`config.mk`:
```
export PLATFORM = sky130hd
export DESIGN_NAME = chunk_reassembly_slot_tracker
export DESIGN_NICKNAME = d
export VERILOG_FILES = /design/src/hdl/crst_pkg.sv /design/src/hdl/chunk_reassembly_slot_tracker.sv /design/src/hdl/crst_front.sv /design/src/hdl/crst_fifo.sv /design/src/hdl/crst_back.sv
export SDC_FILE = /design/constraint.sdc
export NUM_CORES = 2
export LEC_CHECK = 0
export ABC_AREA = 1
export BUFFER_PORTS_ARGS = -buffer_cell sky130_fd_sc_hd__buf_2
export CORE_UTILIZATION = 25
export CTS_CLUSTER_DIAMETER = 60
export DETAILED_ROUTE_END_ITERATION = 6
export PLACE_DENSITY = 0.46
export SKIP_CTS_REPAIR_TIMING = 1
export SLEW_MARGIN = 20
export SYNTH_ARGS = -nofsm -noshare
export SYNTH_HDL_FRONTEND = slang
export SYNTH_SLANG_ARGS = --single-unit
```
`constraint.sdc`:
```
create_clock -name clk_i -period 9.05 [get_ports clk_i]
set_input_delay 1.3575 -clock clk_i [delete_from_list [all_inputs] [get_ports clk_i]]
set_output_delay 1.3575 -clock clk_i [all_outputs]
set_load 0.1 [all_outputs]
```
`src/hdl/crst_pkg.sv`:
```
`default_nettype none

package crst_pkg;

  // Register indexes, taken from paddr[3:2]
  localparam logic [1:0] REG_BYTE_LIMIT  = 2'd0;
  localparam logic [1:0] REG_CHUNK_LIMIT = 2'd1;
  localparam logic [1:0] REG_GROUP_SIZE  = 2'd2;

  // Register reset values
  localparam logic [23:0] BYTE_LIMIT_RST  = 24'd602112;
  localparam logic [10:0] CHUNK_LIMIT_RST = 11'd1024;
  localparam logic [15:0] GROUP_SIZE_RST  = 16'd588;

  // Depth of the queue between front and back (power of two)
  localparam int unsigned QDEPTH = 2;

  // Request codes as they arrive on tuser
  typedef enum logic [1:0] {
    REQ_CHUNK   = 2'd0,
    REQ_TAKE    = 2'd1,
    REQ_RELEASE = 2'd2,
    REQ_UNUSED  = 2'd3
  } req_e;

  // Classes assigned by the front end
  typedef enum logic [2:0] {
    K_NONIP,    // chunk without IPv4 header
    K_STRAY,    // IPv4 chunk for a slot beyond the table
    K_CHUNK,    // IPv4 chunk for a slot in the table
    K_TAKE,     // take request for a slot in the table
    K_RELEASE,  // release request for a slot in the table
    K_IGNORE    // request that can only be refused
  } kind_e;

  // Result action codes as they leave on tuser
  typedef enum logic [1:0] {
    ACT_STORED = 2'd0,
    ACT_DUP    = 2'd1,
    ACT_NONIP  = 2'd2,
    ACT_REQ    = 2'd3
  } action_e;

  typedef struct packed {
    kind_e       kind;
    logic [4:0]  slot_id;
    logic [15:0] chunk_bytes;
    logic        last_of_burst;
  } item_t;

  typedef struct packed {
    logic [23:0] byte_limit;
    logic [10:0] chunk_limit;
    logic [15:0] group_size;
  } cfg_t;

  typedef struct packed {
    action_e     action;
    logic [9:0]  chunk_position;
    logic        slot_completed;
    logic [31:0] ready_bits;
    logic        group_done;
    logic        burst_end;
  } result_t;

  // Queue status seen by the back end
  typedef struct packed {
    logic  empty;
    item_t item;
  } q_stat_t;

endpackage

`default_nettype wire

```
`src/hdl/chunk_reassembly_slot_tracker.sv`:
```
// A request is queued, read from the slot table in the back end's read phase
// and registered into the result in its execute phase, which waits while a
// stalled result holds the output register. Each request's slot table read then
// write ends before the next is popped; a 2-entry queue decouples the input side.
// Reset: rst_ni is asynchronous, active low; it empties the queue, clears the
// slot valid bits, ready mask and arrival counter and loads register defaults.
`default_nettype none

module chunk_reassembly_slot_tracker import crst_pkg::*; #(
  parameter int unsigned SLOTS      = 32,
  parameter int unsigned MAX_CHUNKS = 1024
) (
  input  wire logic        clk_i,
  input  wire logic        rst_ni,
  // Request stream
  input  wire logic        s_axis_tvalid_i,
  output logic             s_axis_tready_o,
  // tdata: is_ipv4[0], slot_id[5:1], chunk_bytes[21:6], zero[23:22]
  input  wire logic [23:0] s_axis_tdata_i,
  // tuser: req_type[1:0]
  input  wire logic [1:0]  s_axis_tuser_i,
  // tlast: last_of_burst
  input  wire logic        s_axis_tlast_i,
  // Result stream
  output logic             m_axis_tvalid_o,
  input  wire logic        m_axis_tready_i,
  // tdata: chunk_position[9:0], slot_completed[10], ready_bits[42:11],
  //        group_done[43], zero[47:44]
  output logic [47:0]      m_axis_tdata_o,
  // tuser: action[1:0]
  output logic [1:0]       m_axis_tuser_o,
  // tlast: burst_end
  output logic             m_axis_tlast_o,
  // Configuration
  input  wire logic        psel,
  input  wire logic        penable,
  input  wire logic        pwrite,
  input  wire logic [3:0]  paddr,
  input  wire logic [31:0] pwdata,
  output logic [31:0]      prdata,
  output logic             pready
);

  cfg_t    cfg_q;
  logic    q_push, q_full, q_pop;
  item_t   q_item;
  q_stat_t q_stat;
  result_t res;
  logic    cfg_wr;

  // Configuration registers
  assign pready = 1'b1;
  assign cfg_wr = psel && penable && pwrite;

  always_ff @(posedge clk_i or negedge rst_ni) begin
    if (!rst_ni) begin
      cfg_q.byte_limit  <= BYTE_LIMIT_RST;
      cfg_q.chunk_limit <= CHUNK_LIMIT_RST;
      cfg_q.group_size  <= GROUP_SIZE_RST;
    end else if (cfg_wr) begin
      case (paddr[3:2])
        REG_BYTE_LIMIT:  cfg_q.byte_limit  <= pwdata[23:0];
        REG_CHUNK_LIMIT: cfg_q.chunk_limit <= pwdata[10:0];
        REG_GROUP_SIZE:  cfg_q.group_size  <= pwdata[15:0];
        default: ;
      endcase
    end
  end

  always_comb begin
    case (paddr[3:2])
      REG_BYTE_LIMIT:  prdata = {8'd0, cfg_q.byte_limit};
      REG_CHUNK_LIMIT: prdata = {21'd0, cfg_q.chunk_limit};
      REG_GROUP_SIZE:  prdata = {16'd0, cfg_q.group_size};
      default:         prdata = '0;
    endcase
  end

  crst_front #(
    .SLOTS(SLOTS)
  ) u_front (
    .s_axis_tvalid_i(s_axis_tvalid_i),
    .s_axis_tready_o(s_axis_tready_o),
    .s_axis_tdata_i (s_axis_tdata_i),
    .s_axis_tuser_i (s_axis_tuser_i),
    .s_axis_tlast_i (s_axis_tlast_i),
    .q_full_i       (q_full),
    .q_push_o       (q_push),
    .q_item_o       (q_item)
  );

  crst_fifo u_fifo (
    .clk_i (clk_i),
    .rst_ni(rst_ni),
    .push_i(q_push),
    .item_i(q_item),
    .full_o(q_full),
    .pop_i (q_pop),
    .stat_o(q_stat)
  );

  crst_back #(
    .SLOTS     (SLOTS),
    .MAX_CHUNKS(MAX_CHUNKS)
  ) u_back (
    .clk_i      (clk_i),
    .rst_ni     (rst_ni),
    .cfg_i      (cfg_q),
    .q_stat_i   (q_stat),
    .q_pop_o    (q_pop),
    .res_o      (res),
    .res_valid_o(m_axis_tvalid_o),
    .res_ready_i(m_axis_tready_i)
  );

  // Pack the result
  assign m_axis_tdata_o = {4'd0, res.group_done, res.ready_bits, res.slot_completed,
                           res.chunk_position};
  assign m_axis_tuser_o = res.action;
  assign m_axis_tlast_o = res.burst_end;

endmodule

`default_nettype wire

```
`src/hdl/crst_front.sv`:
```
`default_nettype none

module crst_front import crst_pkg::*; #(
  parameter int unsigned SLOTS = 32
) (
  input  wire logic        s_axis_tvalid_i,
  output logic             s_axis_tready_o,
  // tdata: is_ipv4[0], slot_id[5:1], chunk_bytes[21:6], zero[23:22]
  input  wire logic [23:0] s_axis_tdata_i,
  // tuser: req_type[1:0]
  input  wire logic [1:0]  s_axis_tuser_i,
  input  wire logic        s_axis_tlast_i,
  input  wire logic        q_full_i,
  output logic             q_push_o,
  output item_t            q_item_o
);

  req_e       req;
  logic       ipv4;
  logic [4:0] sid;
  logic       in_range;

  assign req      = req_e'(s_axis_tuser_i);
  assign ipv4     = s_axis_tdata_i[0];
  assign sid      = s_axis_tdata_i[5:1];
  assign in_range = (32'(sid) < SLOTS);

  // Accept whenever the queue has room
  assign s_axis_tready_o = !q_full_i;
  assign q_push_o        = s_axis_tvalid_i && !q_full_i;

  // Classify the request before it is queued
  always_comb begin
    q_item_o.slot_id       = sid;
    q_item_o.chunk_bytes   = s_axis_tdata_i[21:6];
    q_item_o.last_of_burst = s_axis_tlast_i;
    case (req)
      REQ_CHUNK: begin
        if (!ipv4)         q_item_o.kind = K_NONIP;
        else if (in_range) q_item_o.kind = K_CHUNK;
        else               q_item_o.kind = K_STRAY;
      end
      REQ_TAKE:    q_item_o.kind = in_range ? K_TAKE : K_IGNORE;
      REQ_RELEASE: q_item_o.kind = in_range ? K_RELEASE : K_IGNORE;
      default:     q_item_o.kind = K_IGNORE;
    endcase
  end

endmodule

`default_nettype wire

```
`src/hdl/crst_fifo.sv`:
```
`default_nettype none

module crst_fifo import crst_pkg::*; (
  input  wire logic  clk_i,
  input  wire logic  rst_ni,
  input  wire logic  push_i,
  input  wire item_t item_i,
  output logic       full_o,
  input  wire logic  pop_i,
  output q_stat_t    stat_o
);

  localparam int unsigned PW = (QDEPTH > 1) ? $clog2(QDEPTH) : 1;
  localparam int unsigned CNTW = $clog2(QDEPTH + 1);

  item_t           buf_q [QDEPTH];
  logic [PW-1:0]   wr_ptr_q, rd_ptr_q;
  logic [CNTW-1:0] cnt_q;

  assign full_o      = (cnt_q == CNTW'(QDEPTH));
  assign stat_o.empty = (cnt_q == '0);
  assign stat_o.item  = buf_q[rd_ptr_q];

  // Store pushed requests
  always_ff @(posedge clk_i) begin
    if (push_i) buf_q[wr_ptr_q] <= item_i;
  end

  // Advance pointers and count
  always_ff @(posedge clk_i or negedge rst_ni) begin
    if (!rst_ni) begin
      wr_ptr_q <= '0;
      rd_ptr_q <= '0;
      cnt_q    <= '0;
    end else begin
      if (push_i) wr_ptr_q <= wr_ptr_q + 1'b1;
      if (pop_i)  rd_ptr_q <= rd_ptr_q + 1'b1;
      if (push_i && !pop_i)      cnt_q <= cnt_q + 1'b1;
      else if (!push_i && pop_i) cnt_q <= cnt_q - 1'b1;
    end
  end

endmodule

`default_nettype wire

```
`src/hdl/crst_back.sv`:
```
`default_nettype none

module crst_back import crst_pkg::*; #(
  parameter int unsigned SLOTS      = 32,
  parameter int unsigned MAX_CHUNKS = 1024
) (
  input  wire logic    clk_i,
  input  wire logic    rst_ni,
  input  wire cfg_t    cfg_i,
  input  wire q_stat_t q_stat_i,
  output logic         q_pop_o,
  output result_t      res_o,
  output logic         res_valid_o,
  input  wire logic    res_ready_i
);

  localparam int unsigned NSLOT = (SLOTS < 32) ? SLOTS : 32;
  localparam int unsigned IW    = (NSLOT > 1) ? $clog2(NSLOT) : 1;
  localparam int unsigned CW    = $clog2(MAX_CHUNKS + 1);
  localparam int unsigned KW    = (CW > 11) ? CW : 11;
  localparam logic [KW-1:0] MAX_K = KW'(MAX_CHUNKS);

  typedef enum logic [1:0] {ST_FREE, ST_FILL, ST_DONE, ST_TAKEN} slot_st_e;
  typedef enum logic {S_RD, S_EX} phase_e;

  // Slot table
  slot_st_e    st_mem [NSLOT];
  logic [23:0] bt_mem [NSLOT];
  logic [CW-1:0] cc_mem [NSLOT];

  phase_e        phase_q;
  item_t         item_q;
  slot_st_e      st_rd_q;
  logic [23:0]   bt_rd_q;
  logic [CW-1:0] cc_rd_q;
  logic          hit_q;
  logic [NSLOT-1:0] vld_q;
  logic [31:0]   ready_q, ready_d;
  logic [15:0]   arr_q, arr_d;
  result_t       res_q, res_d;
  logic          res_vld_q;

  logic          fin;
  logic [IW-1:0] rd_idx, wr_idx;
  logic          we;
  slot_st_e      st_cur, st_fill, st_new;
  logic [23:0]   bt_cur, bt_new;
  logic [CW-1:0] cc_cur, cc_fill, cc_new;
  logic [24:0]   sum;
  logic [15:0]   arr_inc, pos_wide;
  logic [KW-1:0] cc_ext;
  logic          restart, complete;

  // Pop in the read phase, finish once the output register is free
  assign q_pop_o = (phase_q == S_RD) && !q_stat_i.empty;
  assign fin     = (phase_q == S_EX) && (!res_vld_q || res_ready_i);

  always_comb begin
    if (q_stat_i.item.kind == K_CHUNK || q_stat_i.item.kind == K_TAKE ||
        q_stat_i.item.kind == K_RELEASE) begin
      rd_idx = q_stat_i.item.slot_id[IW-1:0];
    end else begin
      rd_idx = '0;
    end
  end
  assign wr_idx = item_q.slot_id[IW-1:0];

  // Entries never written read as free and empty
  assign st_cur = hit_q ? st_rd_q : ST_FREE;
  assign bt_cur = hit_q ? bt_rd_q : '0;
  assign cc_cur = hit_q ? cc_rd_q : '0;

  // Chunk arithmetic
  assign restart  = (st_cur == ST_FREE) || (bt_cur == '0);
  assign st_fill  = restart ? ST_FILL : st_cur;
  assign cc_fill  = restart ? '0 : cc_cur;
  assign cc_new   = cc_fill + 1'b1;
  assign cc_ext   = KW'(cc_new);
  assign sum      = {1'b0, bt_cur} + {9'd0, item_q.chunk_bytes};
  assign bt_new   = sum[24] ? 24'hFF_FFFF : sum[23:0];
  assign complete = (bt_new >= cfg_i.byte_limit) || (cc_ext >= KW'(cfg_i.chunk_limit)) ||
                    (cc_ext >= MAX_K);
  assign pos_wide = 16'(cc_fill);
  assign arr_inc  = arr_q + 16'd1;

  // Work out the slot update and the result
  always_comb begin
    we                   = 1'b0;
    st_new               = st_cur;
    res_d.action         = ACT_REQ;
    res_d.chunk_position = '0;
    res_d.slot_completed = 1'b0;
    res_d.group_done     = 1'b0;
    res_d.burst_end      = item_q.last_of_burst;
    ready_d              = ready_q;
    arr_d                = arr_q;
    case (item_q.kind)
      K_NONIP: res_d.action = ACT_NONIP;
      K_STRAY, K_CHUNK: begin
        if (arr_inc >= cfg_i.group_size) begin
          arr_d            = arr_inc - cfg_i.group_size;
          res_d.group_done = 1'b1;
        end else begin
          arr_d = arr_inc;
        end
        res_d.action = ACT_DUP;
        if (item_q.kind == K_CHUNK && st_fill == ST_FILL) begin
          we                   = 1'b1;
          res_d.action         = ACT_STORED;
          res_d.chunk_position = pos_wide[9:0];
          st_new               = ST_FILL;
          ready_d[item_q.slot_id] = 1'b0;
          if (complete) begin
            st_new                  = ST_DONE;
            ready_d[item_q.slot_id] = 1'b1;
            res_d.slot_completed    = 1'b1;
          end
        end
      end
      K_TAKE: begin
        if (st_cur == ST_DONE) begin
          we                      = 1'b1;
          st_new                  = ST_TAKEN;
          ready_d[item_q.slot_id] = 1'b0;
          res_d.slot_completed    = 1'b1;
        end
      end
      K_RELEASE: begin
        if (st_cur == ST_TAKEN) begin
          we                      = 1'b1;
          st_new                  = ST_FREE;
          ready_d[item_q.slot_id] = 1'b0;
          res_d.slot_completed    = 1'b1;
        end
      end
      default: ;
    endcase
    res_d.ready_bits = ready_d;
  end

  // Slot table read in the read phase, write in the execute phase; a take keeps
  // the byte total and chunk count
  always_ff @(posedge clk_i) begin
    if (q_pop_o) begin
      st_rd_q <= st_mem[rd_idx];
      bt_rd_q <= bt_mem[rd_idx];
      cc_rd_q <= cc_mem[rd_idx];
    end
    if (fin && we) begin
      st_mem[wr_idx] <= st_new;
      bt_mem[wr_idx] <= (item_q.kind == K_CHUNK)   ? bt_new :
                        (item_q.kind == K_RELEASE) ? 24'd0  : bt_cur;
      cc_mem[wr_idx] <= (item_q.kind == K_CHUNK)   ? cc_new :
                        (item_q.kind == K_RELEASE) ? '0     : cc_cur;
    end
  end

  // Sequencer, slot valid bits, ready mask, arrival counter, output register
  always_ff @(posedge clk_i or negedge rst_ni) begin
    if (!rst_ni) begin
      phase_q   <= S_RD;
      item_q    <= '0;
      hit_q     <= 1'b0;
      vld_q     <= '0;
      ready_q   <= '0;
      arr_q     <= '0;
      res_q     <= '0;
      res_vld_q <= 1'b0;
    end else begin
      if (fin) begin
        res_vld_q <= 1'b1;
      end else if (res_ready_i) begin
        res_vld_q <= 1'b0;
      end
      case (phase_q)
        S_RD: begin
          if (q_pop_o) begin
            item_q  <= q_stat_i.item;
            hit_q   <= vld_q[rd_idx];
            phase_q <= S_EX;
          end
        end
        S_EX: begin
          if (fin) begin
            if (we) vld_q[wr_idx] <= 1'b1;
            ready_q   <= ready_d;
            arr_q     <= arr_d;
            res_q     <= res_d;
            phase_q   <= S_RD;
          end
        end
        default: phase_q <= S_RD;
      endcase
    end
  end

  assign res_o       = res_q;
  assign res_valid_o = res_vld_q;

endmodule

`default_nettype wire

```
==> flow_summary.yaml <==
outcome:
  status: "completed"
hold_path:
  min_path_cells: 2
  hold_class: "register to register"
final_layout:
  fin_cells: 8526
  mostFrequentLayoutCells: "edfxtp_1, o211ai_1, nand3_1"
  syn_to_final_growth_pct: 15.6
  final_common_cell: "edfxtp_1"
  drive_above_1_share: 0.188
  nets: 5197
  design_area_um2: 72100
synth:
  async_reset_ff_frac: 0.123
  synth_top_cells_by_area: "edfxtp_1, o211ai_1, dfrtp_1"
  yosysTopAreaCell: "edfxtp_1"
  synth_cell_types: 53
  yosys_warnings: 0
  ys_seq_area_frac: 0.683
  ys.flop_type: "edfxtp_1"
  synth.avg_cell_area_um2: 12.6
  synth_top_area_share: 0.612
  ys_seq_elements: 1449
  synth-edff-count: 1271
  synthCells: 4967
  synth.cell_area_um2: 62400
critical_path:
  critical_path_class: "register to register"
  cp.required_ns: 9.74
  critPathMaxFanout: 50
  worst_setup_path_end_kind: "register"
  rrSetupSlack_ns: 3.34
  crit_arrival_ns: 6.40
  reg2reg_depth: 23
  worstSetupStartpointType: "register"
place:
  place_congestion: 0.834
  place_area_um2: 66900
  dp_hpwl_um: 104000
  place_inst: 8217
  io_buffers: 130
power:
  p_int_mw: 15.8
  p_sw_frac: 0.415
  peakVddDrop_mv: 0.618
  p_seq_frac: 0.351
  power.density_nw_per_um2: 374
  p_leak_nw: 24.4
  power.switching_mw: 11.2
  power_frac_clock: 0.236
  combPwrFrac: 0.413
route:
  finalWirelength_um: 199000
  firstDrtPassIters: 5
  wl_per_cell_um: 23.3
  vias: 40400
  vias_per_cell: 4.74
  drc: 0
  ant_nets: 0
  drt-initial-drc-count: 3693
die:
  die_h_um: 502
  num_rows: 183
  initial_core_util: 0.251
  die_w_um: 502
  core_region_area_um2: 248000
  ios: 156
  die_area_um2: 252000
global_routing:
  grt_use_total: 0.155
  grt_max_degree: 210
  antenna_found_initial: 9
  grt_pass1_vias: 38700
  grt_first_pass_wirelength_um: 283000
  grt-ovfl-total: 0
clock_network:
  clk_pin_slew_worst_paths_ns: 0.06
  cts.sinks: 1449
  numCtsBuffers: 166
  ctsHtreeMaxLevel: 4
  cts_tree: "built"
  cts_root_buf: "clkbuf_16"
  clock_latency_ns: 0.82
  cts_buffer_depth: 3
sta:
  setup_viol_count_final: 0
  finClkSkew_ns: 0.0408
  whs_ns: 0.452
  finalCritPeriodShare: 0.631
  fin_crit_ns: 5.71
  drv_slew: 0
  hold_viol: 0
  fmax_ghz: 0.175
  tightest_slew_ns: 1.14
  fin_setup_tns_ns: 0
  max_slew_margin: 0.243
  rsz0062_at_grt: "no"
job:
  maxCapViolCount: 0
## cells in the mapped netlist (all sizes together) (9+ instances only)
cell type / number
edfxtp: 1271
or2: 625
o211ai: 613
nand3: 559
nand2: 469
inv: 270
clkbuf: 177
dfrtp: 169
o21ai: 164
nor2: 152
buf: 145
ha: 69
a21oi: 68
o21a: 39
xor2: 27
a31oi: 23
mux2i: 21
nand4: 20
o22ai: 14
nor3: 12
o221ai: 10
dfstp: 9
## state kept, by name, summed over array words and instances (netlist names), 5 cells and up, named ones only
signal          cells
u_back.bt_mem     768
u_back.cc_mem     352
u_back.st_mem      64
cfg_q              51
u_fifo.buf_q       50
u_back.vld_q       32
u_back.bt_rd_q     24
u_back.item_q      20
u_back.arr_q       16
u_back.res_o       15
u_back.cc_rd_q     11
u_back.wr_idx       5
## through the flow
stage / power (mW) / setup slack (ns) / util
global route: 28.5 / 2.82 / 0.290
detailed placement: 20.8 / 3.37 / 0.269
CTS: 27.2 / 3.28 / 0.290
floorplan: 16.8 / 4.04 / -
finish: 27.0 / 3.34 / 0.290
global placement: 20.7 / 3.30 / 0.269
## routing by layer
layer | global-route usage | wire, µm
met3 | 0.0242 | 11000
met4 | 0.0320 | 2910
met2 | 0.241 | 90000
met5 | 0 | 11
met1 | 0.225 | 95200
## cells by family after synthesis
| kind of cell | Yosys count | share of synthesized area |
|---|---|---|
| AOI/OAI and AO/OA | 950 | 0.105 |
| and+or+nand+nor | 1846 | 0.150 |
| xor gates and xnor gates | 35 | 0.00491 |
| buffers and inverters | 593 | 0.0394 |
| muxes | 21 | 0.00337 |
| other | 2 | 0.000120 |
| adders and majority gates | 71 | 0.0145 |
| DFF | 1449 | 0.683 |
## worst paths after layout
path,startpoint,end
worst min-delay path,u_back.vld_q[28],u_back.vld_q[28]
worst max register to register,u_back.hit_q,register
worst max-delay path,u_back.hit_q,register
worst min register to register,u_back.vld_q[28],u_back.vld_q[28]
min in group asynchronous,rst_ni,u_back.res_o[0]
max in group asynchronous,rst_ni,asynchronous set/reset pin
## worst max-delay path, cell delays in order (launching register included)
cell and delay (ns):
dfrtp_2 0.39, buf_4 0.28, nand2_1 0.19, inv_1 0.06
ha_1 0.40, nand3_1 0.11, nand3_1 0.12, a21oi_1 0.11
o21ai_0 0.52, a21boi_0 0.31, o21ai_0 0.27, or2_2 0.15
nand3_1 0.13, ha_1 0.33, nand2_1 0.06, nor2_1 0.14
nand4_1 0.12, nor3_1 0.15, nand2_1 0.07, nand4_1 0.10
nor2_1 0.07, nand3_1 0.15, nand3_2 0.81, o21ai_0 0.49
## power by group through the flow
stage               clock [mW]  sequential, mW  combinational (mW)
floorplan                    0            9.96                6.86
global placement             0            9.60                11.1
detailed placement           0            9.60                11.2
CTS                       6.52            9.47                11.2
global route              6.76            9.52                12.2
finish                    6.38            9.47                11.1
## cell type report
type	instances	area [µm²]
Tap cell	3330	4170
Inverter	271	1060
Multi-Input combinational cell	2936	17600
Sequential cell	1449	42600
Timing Repair Buffer	232	1510
Clock buffer	235	4590
Fill cell	25200	176000
Antenna cell	7	17.5
Clock inverter	66	541
No activity file was read; power rests on OpenSTA's default activity.
